<file path="config.mk">
export PLATFORM = sky130hd
export DESIGN_NAME = route_table_update
export DESIGN_NICKNAME = d
export VERILOG_FILES = /design/src/rtu_pkg.sv /design/src/rtu_cell.sv /design/src/route_table_update.sv
export SDC_FILE = /design/constraint.sdc
export NUM_CORES = 2
export LEC_CHECK = 0
export BUFFER_PORTS_ARGS = -buffer_cell sky130_fd_sc_hd__buf_2
export CAP_MARGIN = 20
export CORE_MARGIN = 8
export CORE_UTILIZATION = 50
export CTS_CLUSTER_SIZE = 8
export DETAILED_ROUTE_END_ITERATION = 10
export PLACE_DENSITY = 0.74
export SETUP_SLACK_MARGIN = 0.4
export SLEW_MARGIN = 20
export SYNTH_ARGS = -nofsm -noshare
export SYNTH_HDL_FRONTEND = slang
export SYNTH_HIERARCHICAL = 1
export SYNTH_SLANG_ARGS = --single-unit
export TNS_END_PERCENT = 20
</file>
<file path="constraint.sdc">
create_clock -name clk -period 9.4 [get_ports clk]
set_input_delay 2.82 -clock clk [delete_from_list [all_inputs] [get_ports clk]]
set_output_delay 2.82 -clock clk [all_outputs]
set_load 0.01 [all_outputs]
</file>
<file path="src/rtu_pkg.sv">
// Shared types and codes for the route table update block.
// No dependencies; imported by rtu_cell and route_table_update.
package rtu_pkg;

  localparam int NET_W     = 32;
  localparam int HOP_W     = 8;
  localparam int OUTCOME_W = 2;
  localparam int SLOT_W    = 4;
  localparam int TOTAL_W   = 5;

  localparam logic [OUTCOME_W-1:0] OUT_KEPT     = 2'd0;
  localparam logic [OUTCOME_W-1:0] OUT_UPDATED  = 2'd1;
  localparam logic [OUTCOME_W-1:0] OUT_INSERTED = 2'd2;
  localparam logic [OUTCOME_W-1:0] OUT_DROPPED  = 2'd3;

  // Lookup token that walks down the cell chain, one cell per cycle.
  typedef struct packed {
    logic                 valid;
    logic                 done;
    logic [OUTCOME_W-1:0] outcome;
    logic [NET_W-1:0]     network;
    logic [NET_W-1:0]     gateway;
    logic [HOP_W-1:0]     hops;
  } token_t;

endpackage

</file>
<file path="src/rtu_cell.sv">
// One route slot of the chain: holds one entry and checks the passing token.
// Depends on rtu_pkg.
module rtu_cell #(
  parameter int SLOTS = 16,
  parameter int IDX   = 0
) (
  input  logic                                  clk,
  input  logic                                  rst,
  input  logic [$clog2(SLOTS+1)-1:0]            count,
  input  rtu_pkg::token_t                       tok_in,
  input  logic [((SLOTS > 1) ? $clog2(SLOTS) : 1)-1:0] slot_in,
  output rtu_pkg::token_t                       tok_out,
  output logic [((SLOTS > 1) ? $clog2(SLOTS) : 1)-1:0] slot_out
);
  import rtu_pkg::*;

  localparam int CW = $clog2(SLOTS + 1);
  localparam int SW = (SLOTS > 1) ? $clog2(SLOTS) : 1;
  localparam logic [CW-1:0] MY_COUNT = CW'(IDX);
  localparam logic [SW-1:0] MY_SLOT  = SW'(IDX);

  logic [NET_W-1:0] network;
  logic [NET_W-1:0] gateway;
  logic [HOP_W-1:0] hops;

  logic             live;
  logic             match;
  logic             shorter;
  logic             insert;
  token_t           tok_next;
  logic [SW-1:0]    slot_next;

  assign live    = tok_in.valid && !tok_in.done;
  assign match   = live && (count > MY_COUNT) && (network == tok_in.network);
  assign shorter = tok_in.hops < hops;
  assign insert  = live && (count == MY_COUNT);

  always_comb begin
    tok_next  = tok_in;
    slot_next = slot_in;
    if (match) begin
      tok_next.done    = 1'b1;
      tok_next.outcome = shorter ? OUT_UPDATED : OUT_KEPT;
      slot_next        = MY_SLOT;
    end else if (insert) begin
      tok_next.done    = 1'b1;
      tok_next.outcome = OUT_INSERTED;
      slot_next        = MY_SLOT;
    end
  end

  // Entry storage: write on insert, or on a match with a shorter route.
  always_ff @(posedge clk) begin
    if (insert) begin
      network <= tok_in.network;
      gateway <= tok_in.gateway;
      hops    <= tok_in.hops;
    end else if (match && shorter) begin
      gateway <= tok_in.gateway;
      hops    <= tok_in.hops;
    end
  end

  // Hand the token to the next cell.
  always_ff @(posedge clk) begin
    if (rst) begin
      tok_out.valid <= 1'b0;
    end else begin
      tok_out <= tok_next;
    end
    slot_out <= slot_next;
  end

endmodule

</file>
<file path="src/route_table_update.sv">
// Top level of the route table update block: a chain of route slot cells.
// Depends on rtu_pkg and rtu_cell.
//
//  channel  | ports                                      | handshake
//  ---------+--------------------------------------------+--------------------------
//  command  | network_id, next_hop_id, hop_count         | start high, busy low
//  result   | outcome, slot_index, entry_total           | done high for one cycle
//
// An accepted advertisement walks the chain one cell per cycle; done rises
// once the token has left the last cell, and busy drops at that same edge,
// so a new advertisement is taken only after the previous one is through.
// The chain length, ROUTE_SLOTS, sets how long that takes. Reset (rst,
// synchronous) empties the table by clearing the entry count. The receiver
// cannot stall: each result is shown for exactly one cycle.
module route_table_update #(
  parameter int ROUTE_SLOTS = 16
) (
  input  logic                            clk,
  input  logic                            rst,
  input  logic                            start,
  output logic                            busy,
  input  logic [rtu_pkg::NET_W-1:0]       network_id,
  input  logic [rtu_pkg::NET_W-1:0]       next_hop_id,
  input  logic [rtu_pkg::HOP_W-1:0]       hop_count,
  output logic                            done,
  output logic [rtu_pkg::OUTCOME_W-1:0]   outcome,
  output logic [rtu_pkg::SLOT_W-1:0]      slot_index,
  output logic [rtu_pkg::TOTAL_W-1:0]     entry_total
);
  import rtu_pkg::*;

  localparam int CW = $clog2(ROUTE_SLOTS + 1);
  localparam int SW = (ROUTE_SLOTS > 1) ? $clog2(ROUTE_SLOTS) : 1;

  logic [CW-1:0] count;
  logic [CW-1:0] count_next;
  token_t        head;
  token_t        tok  [ROUTE_SLOTS+1];
  logic [SW-1:0] slot [ROUTE_SLOTS+1];
  token_t        tail;
  logic [SW-1:0] tail_slot;
  logic          accept;

  assign accept = start && !busy;

  always_comb begin
    head.valid    = accept;
    head.done     = 1'b0;
    head.outcome  = OUT_KEPT;
    head.network  = network_id;
    head.gateway  = next_hop_id;
    head.hops     = hop_count;
  end

  assign tok[0]  = head;
  assign slot[0] = '0;

  for (genvar i = 0; i < ROUTE_SLOTS; i++) begin : g_cell
    rtu_cell #(
      .SLOTS (ROUTE_SLOTS),
      .IDX   (i)
    ) u_cell (
      .clk      (clk),
      .rst      (rst),
      .count    (count),
      .tok_in   (tok[i]),
      .slot_in  (slot[i]),
      .tok_out  (tok[i+1]),
      .slot_out (slot[i+1])
    );
  end

  assign tail      = tok[ROUTE_SLOTS];
  assign tail_slot = slot[ROUTE_SLOTS];

  assign count_next = (tail.done && tail.outcome == OUT_INSERTED) ? count + CW'(1) : count;

  always_ff @(posedge clk) begin
    if (rst) begin
      busy  <= 1'b0;
      done  <= 1'b0;
      count <= '0;
    end else begin
      if (accept) begin
        busy <= 1'b1;
      end else if (tail.valid) begin
        busy <= 1'b0;
      end
      done <= tail.valid;
      if (tail.valid) begin
        count <= count_next;
      end
    end
  end

  // Result beat; a token that found no slot is a drop.
  always_ff @(posedge clk) begin
    if (tail.valid) begin
      outcome     <= tail.done ? tail.outcome : OUT_DROPPED;
      slot_index  <= tail.done ? SLOT_W'(tail_slot) : '0;
      entry_total <= TOTAL_W'(count_next);
    end
  end

endmodule
</file>
==> results by group <==
Place
  • Gpl congestion: approximately 0.82
  • DP Worst Slack: about 3.4 ns
  • Post-DP HPWL: ~55000 um
  • Port Buffer Count: 55
  • Post-placement cell area: about 54000 um^2
  • Inst Count DP: 4257

Floorplanning
  • Std cell rows: 118
  • Total core area: 102900 um^2
  • Starting Density: between 50% and 60%
  • Die height: roughly 340 um
  • I/O Pins: 88
  • Die area: 113700 um^2
  • Die W: ~340 um

Clock network
  • PostCTS Resize Cnt: 0
  • Cts bufs inserted: 191
  • CTS tree: yes
  • Reg clk slew, reported paths: 0.05 ns
  • CTS max path bufs: 3
  • H-tree levels: 4
  • Root buffer cell: clkbuf_16
  • Sink Count: ~1.4k
  • # hold bufs at CTS: 0
  • Setup bufs post-CTS: 0
  • Clock Latency Late Sink: 0.75 ns

Route
  • WL final: 80080 um
  • WL/cell: ~18 um
  • DRC viols: 0
  • Initial DRC count: 1015
  • Vias per inst: 5.042
  • Detailed-route via count: 22.91k
  • Routed Antenna Nets: 0
  • First-pass DRT Iterations: 5

Power and ir drop
  • Total power after layout: ~13 mW
  • Worst IR drop on VDD: about 0.20 mV
  • Static leakage: 20.59 nW
  • Cell Pwr Density: 228.1 nW/um^2

STA
  • Worst-Margin Slew: 0.8645 ns
  • Max-slew violations: 0
  • Hold Vio Cnt, Final: 0
  • Fin worst setup slack: between 4 and 5 ns
  • Minimum clock period: slightly below 5 ns
  • Final setup vio count: 0
  • RSZ-0062 raised after global routing: false
  • Peak Freq: between 200 and 250 MHz
  • Setup Skew: ~0.023 ns
  • Slew headroom: about 42%
  • Worst hold slack: 0.4038 ns
  • Setup TNS: 0 ns
  • Fin crit share: between 50% and 60%

Layout
  • Area growth, synth to finish: 14.72%
  • Layout filler cell count: between 7k and 8k
  • Final std cells w/o fill: between 4k and 5k
  • # diodes: 0
  • Nets: around 3.3k
  • Layout Utilization: between 50% and 60%
  • Finished layout cell area: just under 60000 um^2
  • Fraction of layout cells with a size suffix above 1: around 11%

Worst setup path
  • CP startpoint: start
  • CP endpoint kind: flop
  • Crit path DAT: approximately 5.4 ns
  • Worst Setup Start Kind: input pin
  • Crit-path max FO: 8
  • Reg-to-reg startpoint: busy
  • R2r endpoint: g_cell[0].u_cell/hops[1]
  • R2r setup slk: roughly 6.3 ns
  • Critical Setup Path Class: input pin to flop
  • FF-to-FF path depth: 7
  • Worst endpoint required time: about 10 ns
  • Worst setup path endpoint: g_cell[0].u_cell/hops[1]

GRT
  • Number of global-route vias before repair: roughly 25k
  • Largest net degree at the start of global routing: 44
  • Total grt overflow: 0
  • Initial antenna violation count: 0
  • First-pass GRT wire length: roughly 130000 um
  • Gr usage total: between 10 and 15%

Outcome
  • Status: complete, no violations

Flow run
  • Max Cap Viol: 0

Min path
  • HP Class: flop to flop

Synth
  • Syn Area/Cell: approximately 18 um^2
  • Synth Instances: between 2k and 3k
  • Synth Warn #: 6
  • Post-Syn Area: 51560 um^2
[placed cells by master (no fill, tap or decap), types with 5 or more instances in the layout]
cell type and instances:
edfxtp_1 1299, xnor2_1 387, clkbuf_16 195, inv_1 135, xor2_1 125, nand4_1 118
ha_1 113, dfxtp_1 87, clkbuf_1 76, buf_2 55, a21o_1 51, nor2_1 43
nand3b_1 41, nand2_1 32, nor4_1 31, and3_1 31, nand2b_1 30, nor2b_1 26
buf_4 25, a21oi_1 24, nand3_1 17, nor3_1 17, mux2i_1 16, a211oi_1 16
o31ai_1 16, nor4_2 15, o21ai_1 14, o21a_1 13, or3_1 11, conb_1 8
or4_1 7, inv_2 7, inv_6 6, nand4b_1 5, o21ai_0 5, clkinv_8 5
[cell type report]
class,instances,area (um^2),area share [%]
flip-flops and latches,1386,40750,68.88
multi-input cells,1264,10260,17.34
clock buffers,270,5140,8.689
well taps,1380,1727,2.919
repair buffers,86,578.1,0.9772
inverters,145,544.3,0.9201
clock inverters,13,162.7,0.2750
[worst min path at each step]
stage / from / endpoint / slack [ns] / depth (start not counted)
finish: g_cell[13].u_cell/slot_out[1] / g_cell[14].u_cell/slot_out[1] / 0.40 / 1
global placement: g_cell[14].u_cell/slot_out[1] / g_cell[15].u_cell/slot_out[1] / 0.40 / 1
detailed placement: g_cell[13].u_cell/slot_out[1] / g_cell[14].u_cell/slot_out[1] / 0.40 / 1
global route: g_cell[11].u_cell/slot_out[2] / g_cell[12].u_cell/slot_out[2] / 0.43 / 1
CTS: g_cell[13].u_cell/slot_out[1] / g_cell[14].u_cell/slot_out[1] / 0.41 / 1
floorplan: g_cell[8].u_cell/slot_out[0] / g_cell[9].u_cell/slot_out[0] / 0.39 / 1
[where the power goes]
| part | total [mW] | internal (mW) | switching [mW] |
|---|---|---|---|
| logic | 0.303 | 0.138 | 0.165 |
| clock network | 6.03 | 3.72 | 2.31 |
| registers | 7.16 | 7.00 | 0.160 |
[worst max-delay path, cell delays in order]
cell	delay, ns
buf_2	0.07
nor2b_1	0.68
nor2b_1	0.36
nand4_1	0.13
nor4_1	0.25
nand4_2	0.29
o21ai_0	0.52
clkbuf_2	0.27
[flip-flops by register name, indices dropped and copies added, names as in the netlist]
signal / count
busy: 1
slot_index: 4
done: 1
g_cell.u_cell/hops: 128
entry_total: 5
outcome: 2
g_cell.u_cell/tok_out: 664
g_cell.u_cell/slot_out: 64
count: 5
g_cell.u_cell/network: 512
[layer usage]
metal | GRT usage (%) | routed length (um)
met1 | 14.75 | 29490
met3 | 2.881 | 2703
met5 | 0 | 0
met4 | 7.323 | 3415
met2 | 27.30 | 44470
(Power assumes the default switching activity.)
